==> config.mk <==
export PLATFORM = sky130hd
export DESIGN_NAME = searchable_fifo_queue
export DESIGN_NICKNAME = d
export VERILOG_FILES = /design/src/hdl/sfq_pkg.sv /design/src/hdl/searchable_fifo_queue.sv /design/src/hdl/sfq_ram.sv
export SDC_FILE = /design/constraint.sdc
export NUM_CORES = 1
export LEC_CHECK = 0
export ABC_AREA = 1
export BUFFER_PORTS_ARGS = -buffer_cell sky130_fd_sc_hd__buf_2
export CAP_MARGIN = 0
export CORE_ASPECT_RATIO = 1.1
export CORE_MARGIN = 3
export CORE_UTILIZATION = 30
export CTS_BUF_LIST = sky130_fd_sc_hd__clkbuf_8
export CTS_CLUSTER_DIAMETER = 200
export DETAILED_ROUTE_END_ITERATION = 12
export PLACE_DENSITY = 0.44
export SKIP_CTS_REPAIR_TIMING = 1
export SLEW_MARGIN = 20
export SYNTH_ARGS = -nofsm -noshare
export SYNTH_HDL_FRONTEND = slang
export SYNTH_SLANG_ARGS = --single-unit
==> constraint.sdc <==
create_clock -name clk -period 10.7 [get_ports clk]
set_input_delay 0.535 -clock clk [delete_from_list [all_inputs] [get_ports clk]]
set_output_delay 0.535 -clock clk [all_outputs]
set_load 0.02 [all_outputs]
==> src/hdl/sfq_pkg.sv <==
// Shared types and codes for the searchable FIFO queue.
// Used by sfq_ram and searchable_fifo_queue; depends on nothing else.
package sfq_pkg;

    // Width of one stored word.
    localparam int WORD_W = 32;

    typedef logic [WORD_W-1:0] word_t;

    // Value returned by a dequeue from an empty queue.
    localparam word_t EMPTY_WORD = '1;

    // Command codes carried on the cmd field.
    typedef enum logic [1:0] {
        CMD_ENQUEUE = 2'd0,
        CMD_DEQUEUE = 2'd1,
        CMD_UPDATE  = 2'd2,
        CMD_SEARCH  = 2'd3
    } cmd_t;

    // Status codes carried on the status field.
    typedef enum logic [1:0] {
        ST_OK        = 2'd0,
        ST_EMPTY     = 2'd1,
        ST_FULL      = 2'd2,
        ST_NOT_FOUND = 2'd3
    } status_t;

endpackage

==> src/hdl/searchable_fifo_queue.sv <==
// Searchable FIFO queue top level: a ring of DEPTH signed words with enqueue, dequeue,
// update of the first match and search; uses sfq_pkg and the sfq_ram ring storage.
// One item at a time: the input stalls until the result is handed off; a search or update
// reads entries from the head, one ring read per cycle, until a match or the last entry.
// Reset clears head, count and output valid, not storage.
module searchable_fifo_queue #(
    parameter int DEPTH = 16
) (
    input  logic               clk,
    input  logic               rst_n,
    input  logic               in_valid,
    output logic               in_stall,
    input  logic [1:0]         cmd,
    input  logic signed [31:0] value,
    input  logic signed [31:0] new_value,
    output logic               out_valid,
    input  logic               out_stall,
    output logic signed [31:0] read_value,
    output logic               found,
    output logic [1:0]         status
);

    localparam int ADDR_W = (DEPTH > 1) ? $clog2(DEPTH) : 1;
    localparam int CNT_W  = $clog2(DEPTH + 1);
    localparam int SUM_W  = ADDR_W + 1;

    typedef enum logic [1:0] {
        S_IDLE,
        S_DEQ,
        S_SCAN,
        S_DONE
    } state_t;

    state_t              state_reg, state_next;
    logic [ADDR_W-1:0]   head_reg, head_next;
    logic [CNT_W-1:0]    count_reg, count_next;
    logic [ADDR_W-1:0]   pos_reg, pos_next;
    logic [ADDR_W-1:0]   cmp_pos_reg, cmp_pos_next;
    logic [CNT_W-1:0]    issued_reg, issued_next;
    logic                out_valid_reg, out_valid_next;

    sfq_pkg::cmd_t       cmd_reg;
    sfq_pkg::word_t      key_reg;
    sfq_pkg::word_t      new_reg;
    sfq_pkg::word_t      res_value_reg, res_value_next;
    logic                res_found_reg, res_found_next;
    sfq_pkg::status_t    res_status_reg, res_status_next;
    sfq_pkg::word_t      out_value_reg;
    logic                out_found_reg;
    sfq_pkg::status_t    out_status_reg;

    logic                in_xfer;
    logic                out_free;
    logic                out_load;
    sfq_pkg::cmd_t       in_cmd;
    logic [SUM_W-1:0]    tail_sum;
    logic [ADDR_W-1:0]   tail_pos;
    logic                wr_en;
    logic [ADDR_W-1:0]   wr_addr;
    sfq_pkg::word_t      wr_data;
    logic [ADDR_W-1:0]   rd_addr;
    sfq_pkg::word_t      rd_data;

    // Advance a ring position, wrapping from the last entry back to zero.
    function automatic logic [ADDR_W-1:0] ring_next(input logic [ADDR_W-1:0] p);
        logic [ADDR_W-1:0] r;
        if (p == ADDR_W'(DEPTH - 1))
        begin
            r = '0;
        end
        else
        begin
            r = p + 1'b1;
        end
        return r;
    endfunction

    assign in_xfer  = in_valid && !in_stall;
    assign in_stall = (state_reg != S_IDLE);
    assign out_free = !out_valid_reg || !out_stall;
    assign out_load = (state_reg == S_DONE) && out_free;
    assign in_cmd   = sfq_pkg::cmd_t'(cmd);

    // Tail position is head plus count, folded back into the ring.
    always_comb
    begin
        tail_sum = SUM_W'(head_reg) + SUM_W'(count_reg);
        if (tail_sum >= SUM_W'(DEPTH))
        begin
            tail_sum = tail_sum - SUM_W'(DEPTH);
        end
        tail_pos = tail_sum[ADDR_W-1:0];
    end

    // The storage is read at the head, except while scanning.
    assign rd_addr = (state_reg == S_SCAN) ? pos_reg : head_reg;

    // Sequencer next-state and result logic.
    always_comb
    begin
        state_next      = state_reg;
        head_next       = head_reg;
        count_next      = count_reg;
        pos_next        = pos_reg;
        cmp_pos_next    = cmp_pos_reg;
        issued_next     = issued_reg;
        res_value_next  = res_value_reg;
        res_found_next  = res_found_reg;
        res_status_next = res_status_reg;
        wr_en           = 1'b0;
        wr_addr         = tail_pos;
        wr_data         = value;

        unique case (state_reg)
            S_IDLE:
            begin
                if (in_valid)
                begin
                    res_value_next  = '0;
                    res_found_next  = 1'b0;
                    res_status_next = sfq_pkg::ST_OK;
                    unique case (in_cmd) inside
                        sfq_pkg::CMD_ENQUEUE:
                        begin
                            if (count_reg == CNT_W'(DEPTH))
                            begin
                                res_status_next = sfq_pkg::ST_FULL;
                            end
                            else
                            begin
                                wr_en      = 1'b1;
                                count_next = count_reg + 1'b1;
                            end
                            state_next = S_DONE;
                        end
                        sfq_pkg::CMD_DEQUEUE:
                        begin
                            if (count_reg == '0)
                            begin
                                res_value_next  = sfq_pkg::EMPTY_WORD;
                                res_status_next = sfq_pkg::ST_EMPTY;
                                state_next      = S_DONE;
                            end
                            else
                            begin
                                state_next = S_DEQ;
                            end
                        end
                        sfq_pkg::CMD_UPDATE, sfq_pkg::CMD_SEARCH:
                        begin
                            if (count_reg == '0)
                            begin
                                if (in_cmd == sfq_pkg::CMD_UPDATE)
                                begin
                                    res_status_next = sfq_pkg::ST_NOT_FOUND;
                                end
                                state_next = S_DONE;
                            end
                            else
                            begin
                                // The head read goes out this cycle.
                                cmp_pos_next = head_reg;
                                pos_next     = ring_next(head_reg);
                                issued_next  = CNT_W'(1);
                                state_next   = S_SCAN;
                            end
                        end
                        default:
                        begin
                            state_next = S_DONE;
                        end
                    endcase
                end
            end

            S_DEQ:
            begin
                res_value_next = rd_data;
                head_next      = ring_next(head_reg);
                count_next     = count_reg - 1'b1;
                state_next     = S_DONE;
            end

            S_SCAN:
            begin
                // Read data belongs to cmp_pos_reg; the next read is issued at pos_reg.
                if (rd_data == key_reg)
                begin
                    res_found_next = 1'b1;
                    if (cmd_reg == sfq_pkg::CMD_UPDATE)
                    begin
                        wr_en   = 1'b1;
                        wr_addr = cmp_pos_reg;
                        wr_data = new_reg;
                    end
                    state_next = S_DONE;
                end
                else if (issued_reg == count_reg)
                begin
                    if (cmd_reg == sfq_pkg::CMD_UPDATE)
                    begin
                        res_status_next = sfq_pkg::ST_NOT_FOUND;
                    end
                    state_next = S_DONE;
                end
                else
                begin
                    cmp_pos_next = pos_reg;
                    pos_next     = ring_next(pos_reg);
                    issued_next  = issued_reg + 1'b1;
                end
            end

            S_DONE:
            begin
                if (out_free)
                begin
                    state_next = S_IDLE;
                end
            end

            default:
            begin
                state_next = S_IDLE;
            end
        endcase
    end

    // Output valid follows the result register hand-off.
    always_comb
    begin
        if (out_load)
        begin
            out_valid_next = 1'b1;
        end
        else if (!out_stall)
        begin
            out_valid_next = 1'b0;
        end
        else
        begin
            out_valid_next = out_valid_reg;
        end
    end

    // State and control registers.
    always_ff @(posedge clk or negedge rst_n)
    begin
        if (!rst_n)
        begin
            state_reg     <= S_IDLE;
            head_reg      <= '0;
            count_reg     <= '0;
            pos_reg       <= '0;
            cmp_pos_reg   <= '0;
            issued_reg    <= '0;
            out_valid_reg <= 1'b0;
        end
        else
        begin
            state_reg     <= state_next;
            head_reg      <= head_next;
            count_reg     <= count_next;
            pos_reg       <= pos_next;
            cmp_pos_reg   <= cmp_pos_next;
            issued_reg    <= issued_next;
            out_valid_reg <= out_valid_next;
        end
    end

    // Payload registers: captured command, result and output words.
    always_ff @(posedge clk)
    begin
        if (in_xfer)
        begin
            cmd_reg <= in_cmd;
            key_reg <= value;
            new_reg <= new_value;
        end
        res_value_reg  <= res_value_next;
        res_found_reg  <= res_found_next;
        res_status_reg <= res_status_next;
        if (out_load)
        begin
            out_value_reg  <= res_value_reg;
            out_found_reg  <= res_found_reg;
            out_status_reg <= res_status_reg;
        end
    end

    assign out_valid  = out_valid_reg;
    assign read_value = out_value_reg;
    assign found      = out_found_reg;
    assign status     = out_status_reg;

    // Ring storage.
    sfq_ram #(
        .DEPTH(DEPTH)
    ) u_ram (
        .clk    (clk),
        .wr_en  (wr_en),
        .wr_addr(wr_addr),
        .wr_data(wr_data),
        .rd_addr(rd_addr),
        .rd_data(rd_data)
    );

    // The entry count never exceeds the ring size.
    a_count_bound: assert property (@(posedge clk) disable iff (!rst_n)
        count_reg <= CNT_W'(DEPTH))
        else $error("entry count exceeds depth");

    // The head index always points inside the ring.
    a_head_bound: assert property (@(posedge clk) disable iff (!rst_n)
        head_reg <= ADDR_W'(DEPTH - 1))
        else $error("head index outside ring");

    // A scan never reads past the valid entries.
    a_scan_bound: assert property (@(posedge clk) disable iff (!rst_n)
        (state_reg == S_SCAN) |-> (issued_reg != '0) && (issued_reg <= count_reg))
        else $error("scan beyond valid entries");

    // An accepted transfer always starts the sequencer.
    a_accept_busy: assert property (@(posedge clk) disable iff (!rst_n)
        in_xfer |=> (state_reg != S_IDLE))
        else $error("accepted item did not start work");

    // A new result appears only when the sequencer hands one off.
    a_result_source: assert property (@(posedge clk) disable iff (!rst_n)
        $rose(out_valid_reg) |-> $past(state_reg == S_DONE))
        else $error("output valid without finished result");

endmodule

==> src/hdl/sfq_ram.sv <==
// Simple dual-port storage for the queue ring: one write port, one read port
// with registered read data. Depends on sfq_pkg for the word type.
module sfq_ram #(
    parameter int DEPTH = 16,
    localparam int ADDR_W = (DEPTH > 1) ? $clog2(DEPTH) : 1
) (
    input  logic                clk,
    input  logic                wr_en,
    input  logic [ADDR_W-1:0]   wr_addr,
    input  sfq_pkg::word_t      wr_data,
    input  logic [ADDR_W-1:0]   rd_addr,
    output sfq_pkg::word_t      rd_data
);

    sfq_pkg::word_t mem [DEPTH];
    sfq_pkg::word_t rd_data_reg;

    // Write port.
    always_ff @(posedge clk)
    begin
        if (wr_en)
        begin
            mem[wr_addr] <= wr_data;
        end
    end

    // Read port; data appears in the cycle after the address.
    always_ff @(posedge clk)
    begin
        rd_data_reg <= mem[rd_addr];
    end

    assign rd_data = rd_data_reg;

endmodule
[Yosys cells after proc, flatten, opt, wreduce, memory -nomap -nowiden]
Memories as Yosys holds them, arrays and structs flattened. A register that Yosys moved wholly into a read port is not among the register bits.
Cells that the tools add are included.
Word-level totals
  register bits after elaboration: 161
  latch bits: 0
  memory bits (writable): 512
  bits in read-only memories: 0
  input bits: 70
  word-level logic and storage cells: 136
  memories kept: 1
Operators by class
  $add $sub $neg: 7
  multipliers: 0
  div/mod/pow operators: 0
  order comparisons: 1
  eq/ne operators: 25
  shift-type cells: 0
  multiplexer cells: 67
  bitwise gates (word level): 0
  reductions and logical operators: 19
Memory list
  u_ram.mem: words 16, width 32, read ports 1, clocked after memory_dff 1, wr ports 1, RTL line sfq_ram.sv:15  | sfq_pkg::word_t mem [DEPTH];
Operators by type and width (number)
  $mux W32: 6
  $mux W4: 17
  $pmux W32 S2: 1
  $mux W5: 8
  $eq A32 B32 Y1: 1
  $mux W2: 12
  $pmux W5 S2: 2
  $pmux W4 S2: 2
  $ne A2 B2 Y1 const B: 7
  $mux W1: 13
  $add A5 B1 Y5 const B: 2
  $eq A2 B2 Y1 const B: 5
  $ne A2 B1 Y1 const B: 5
  $add A4 B1 Y4 const B: 2
  $eq A4 B4 Y1 const B: 2
  $pmux W2 S2: 2
  $pmux W2 S4: 1
  $pmux W2 S3: 1
  $reduce_and A3 Y1: 2
  $reduce_and A6 Y1: 1
  $reduce_bool A2 Y1: 3
  $add A4 B5 Y5: 1
  $eq A5 B5 Y1: 1
  $eq A5 B5 Y1 const B: 1
  other kinds (15): 21

[Longest topological paths before layout]
  depth in word-level cells: 7
  gate-level depth with buffers: 14
  gate-level depth less buffers: 14

[Modules after synthesis]
A second synthesis with hierarchy kept.
Second synthesis, totals
  cells, all modules: 2779
  area total of the unflattened synthesis: 29852.4 sq um
Modules (own cells, without submodules)
  sfq_ram: times used 1, cells each 2122, area an instance 22745.6 sq um, sequential area each 16015.4 sq um
  searchable_fifo_queue: times used 1, cells each 657, area an instance 7106.8 sq um, sequential area each 4709.5 sq um

[Worst setup path before layout]
No wires, ideal clock.
  path kind: register to register
  from: reg state_reg[0]
  to: mem u_ram.mem[0][0] (netlist name), enable pin
  arrival time: 4.071 ns
  data required time: 10.279 ns
  slack: 6.208 ns
  stages on the path, launching flop included: 9
  path buffers: 0
  cells stage by stage: dfrtp_1 inv_1 ha_1 nand2_1 inv_1 o211ai_1 nand2_1 nand3_1 nor2_1
On the way
  longest elaborated chain between the ends: 4
  elaborated cells on any way between the ends: 6
  classes of those cells: eq/ne (1); mux (4); reduce/logical (1)
Ends and longest elaborated chain
  start, declared: RTL line searchable_fifo_queue.sv:34  | state_t state_reg, state_next;
  start signal, assigned: RTL line searchable_fifo_queue.sv:261  | state_reg <= state_next;
  $eq A2 B2 Y1 or $logic_not A2 Y1 (tied branches): RTL line searchable_fifo_queue.sv:114  | unique case (state_reg)
  $pmux W1 S2: RTL line searchable_fifo_queue.sv:114
  $mux W1: RTL line sfq_ram.sv:21  | if (wr_en)
  $mux W1 (not written as such): RTL line sfq_ram.sv:23  | mem[wr_addr] <= wr_data;
  end, declared: RTL line sfq_ram.sv:15
Parallel ways exist; a longest one is shown, timed or not.

[Worst setup path after layout]
  from: reg state_reg[0]
  to: reg u_ram.rd_data_reg[14], in the netlist u_ram.rd_data[14], read port of u_ram.mem
On the way
  longest elaborated chain between the ends: 2
Ends and longest elaborated chain
  $eq A2 B2 Y1: RTL line searchable_fifo_queue.sv:96  | assign rd_addr = (state_reg == S_SCAN) ? pos_reg : head_reg;
  $mux W4: RTL line searchable_fifo_queue.sv:96
  end, declared: RTL line sfq_ram.sv:16  | sfq_pkg::word_t rd_data_reg;
Every way passes these cells.
A chain may end at the register's enable or synchronous reset.

==> flow_metrics.env <==
export IMPL_die_area_mm2=0.0989
export IMPL_ir_drop_v=0.000324
export IMPL_synth_async_reset_ratio=0.0355
export IMPL_critPathMaxFanout=106
export IMPL_yosys_most_used_dff="edfxtp_1"
export IMPL_min_period_ns=4.81
export IMPL_max_stage_delay_ns=0.85
export IMPL_top_register="u_ram.mem"
export IMPL_root_buffer="clkbuf_8"
export IMPL_fillers=9328
export IMPL_coreArea_mm2=0.0942
export IMPL_avgSynthCellArea_um2=12.5
export IMPL_hold_violations=0
export IMPL_cts_buffers=114
export IMPL_layout_area_seq_mm2=0.0207
export IMPL_grt_pass1_vias=18300
export IMPL_finalCoreUtilization=0.353
export IMPL_insertion_delay_ns=0.74
export IMPL_synthToLayoutAreaGrowth_pct=16.6
export IMPL_drc=0
export IMPL_grt_antenna_before_repair=6
export IMPL_gp_congestion=0.839
export IMPL_slew_limit_headroom=0.312
export IMPL_fin_skew_ns=0.0263
export IMPL_maxCapViolCount=0
export IMPL_synth_distinct_cells=37
export IMPL_crit_slowest_cell="buf_4"
export IMPL_fmax_mhz=208
export IMPL_reg2reg_from="state_reg[0]"
export IMPL_final_common_cell="edfxtp_1"
export IMPL_holdCritStartpoint="out_stall"
export IMPL_p_leak_nw=12.0
export IMPL_drv_slew=0
export IMPL_multiInputGateArea_mm2=0.00654
export IMPL_rsz0062_at_grt="false"
export IMPL_largest_register_ffs=512
export IMPL_grt_pass1_wl_um=120000
export IMPL_numPortBuffers=106
export IMPL_cp_top_family="buffers and inverters"
export IMPL_path_cells="inv_1 > ha_1 > buf_4 > inv_4 > nand2_4 > nand2_8 > buf_4 > buf_4 > a21oi_1 > o21ai_1 > o21ai_1 > o211ai_1 > nand2_1"
export IMPL_most_common_layout_cells="648 x edfxtp_1, 322 x nand2_1, 260 x a21oi_1"
export IMPL_startpoint="state_reg[0]"
export IMPL_cts_htree_levels=3
export IMPL_tritoncts="yes"
export IMPL_ys_ff_latch=705
export IMPL_path_buf_inv=5
export IMPL_die_h_um=330
export IMPL_core_rowCount=118
export IMPL_syn_nets=2368
export IMPL_setup_viol=0
export IMPL_drt_iter0_markers=1559
export IMPL_cpMostUsedCell="buf_4"
export IMPL_clk_pin_slew_ns=0.06
export IMPL_clock_sinks=705
export IMPL_synth_edf_count=648
export IMPL_synth_area_mm2=0.0285
export IMPL_drive_above_1_share=0.128
export IMPL_clk_path_buf_depth=3
export IMPL_required_ns=11.31
export IMPL_worstPathArrival_ns=5.43
export IMPL_grtUsageTotal=0.162
export IMPL_setup_worst_path_start_class="flop"
export IMPL_ios=107
export IMPL_fin_crit_sh=0.450
export IMPL_vias_per_cell=4.81
export IMPL_dp_hpwl_um=46700
export IMPL_initial_core_util=0.303
export IMPL_synthCells=2283
export IMPL_grt_start_max_net_pins=189
export IMPL_vias=18400
export IMPL_ys_warn_count=0
export IMPL_fin_nets=2556
export IMPL_p_per_area_mw_per_mm2=277
export IMPL_wl_um=81500
export IMPL_drtPass1Iterations=5
export IMPL_critPathKind="reg2reg"
export IMPL_worst_slew_pin_slew_ns=1.03
export IMPL_wire_per_inst_um=21.3
export IMPL_status="completed"
export IMPL_detail_route_antenna_nets=0
export IMPL_fin_setup_tns_ns=0
export IMPL_hp_class="in2reg"
export IMPL_critPathCaptureType="flop"
export IMPL_grt_overflow=0
export IMPL_dieWidth_um=300
export IMPL_ys_seq_area_frac=0.726
metal layers:
layer  global-route usage  wire, µm  vias up
met1                0.223     37000     9124
met4               0.0521      1840        0
met2                0.266     38700      525
met5                    0         0        -
met3               0.0212      3990      121
li1                     -         -     8643
report_power, final:
part	internal, mW	total, mW	switching [mW]
clock	1.08	2.15	1.07
combinational	0.993	3.50	2.50
sequential	3.40	3.59	0.184
layout make-up:
type                    instances  area share
diodes                          1   0.0000752
clock buffers                 126      0.0521
clock inverters                87      0.0111
inverters                     198      0.0225
multi-input cells            1243       0.197
flip-flops and latches        705       0.623
well taps                    1260      0.0474
repair buffers                209      0.0477
worst min-delay path, cell delays in order:
cell,delay (ns)
buf_2,0.08
nand2_1,0.05
nand2_1,0.05
cells in the mapped netlist, types with 2 or more instances:
cell / instances / area (µm²)
clkbuf_1: 53 / 199
nand3_2: 2 / 20.0
o21ai_0: 255 / 1280
a21oi_1: 260 / 1300
buf_2: 43 / 215
nand4_1: 3 / 18.8
nor3_1: 3 / 15.0
dfrtp_1: 25 / 626
o21ai_1: 92 / 460
nand3_1: 57 / 285
edfxtp_1: 648 / 19500
ha_1: 13 / 163
fa_1: 2 / 40.0
or2_2: 7 / 43.8
inv_1: 194 / 728
clkbuf_2: 4 / 20.0
buf_6: 4 / 45.0
inv_2: 3 / 11.3
xnor2_1: 22 / 193
o211ai_1: 130 / 976
nor2_1: 55 / 206
xor2_1: 9 / 78.8
buf_1: 8 / 30.0
dfxtp_1: 32 / 641
buf_4: 25 / 188
nand2_1: 323 / 1210
worst paths after layout:
| check | end | slack [ns] | depth (start not counted) |
|---|---|---|---|
| max | u_ram.rd_data[14] | 5.89 | 13 |
| min | out_valid | 0.03 | 3 |
| max reg2reg | u_ram.rd_data[14] | 5.89 | 13 |
| min reg2reg | read_value[4] | 0.42 | 0 |
| max in group asynchronous | count_reg[2] | 9.92 | 2 |
| min in group asynchronous | cmp_pos_reg[0] | 0.37 | 2 |
kinds of logic (layout without fill, tap and decap cells):
kind of cell / after synthesis / after routing / synth area share
compound gates: 741 / 741 / 0.142
flops: 705 / 705 / 0.726
simple gates: 455 / 455 / 0.0647
buf+inv: 335 / 620 / 0.0505
xor+xnor: 31 / 31 / 0.00951
fa+ha+maj: 15 / 15 / 0.00710
mux: 1 / 1 / 0.000351
other cells: 0 / 1 / 0
metrics by stage:
| stage | cells | worst slack [ns] | area, µm² | hold slack [ns] | power, mW |
|---|---|---|---|---|---|
| detailed placement | 3552 | 5.96 | 30500 | 0.405 | 7.13 |
| CTS | 3765 | 5.94 | 32700 | -0.227 | 9.32 |
| floorplan | 2283 | 6.21 | 28500 | 0.239 | 6.05 |
| global placement | 3546 | 6.01 | 30400 | 0.402 | 7.10 |
| finish | 3829 | 5.89 | 33300 | 0.0322 | 9.23 |
| global route | 3829 | 5.48 | 33300 | 0.00420 | 9.86 |
No activity file was read; power rests on OpenSTA's default activity.
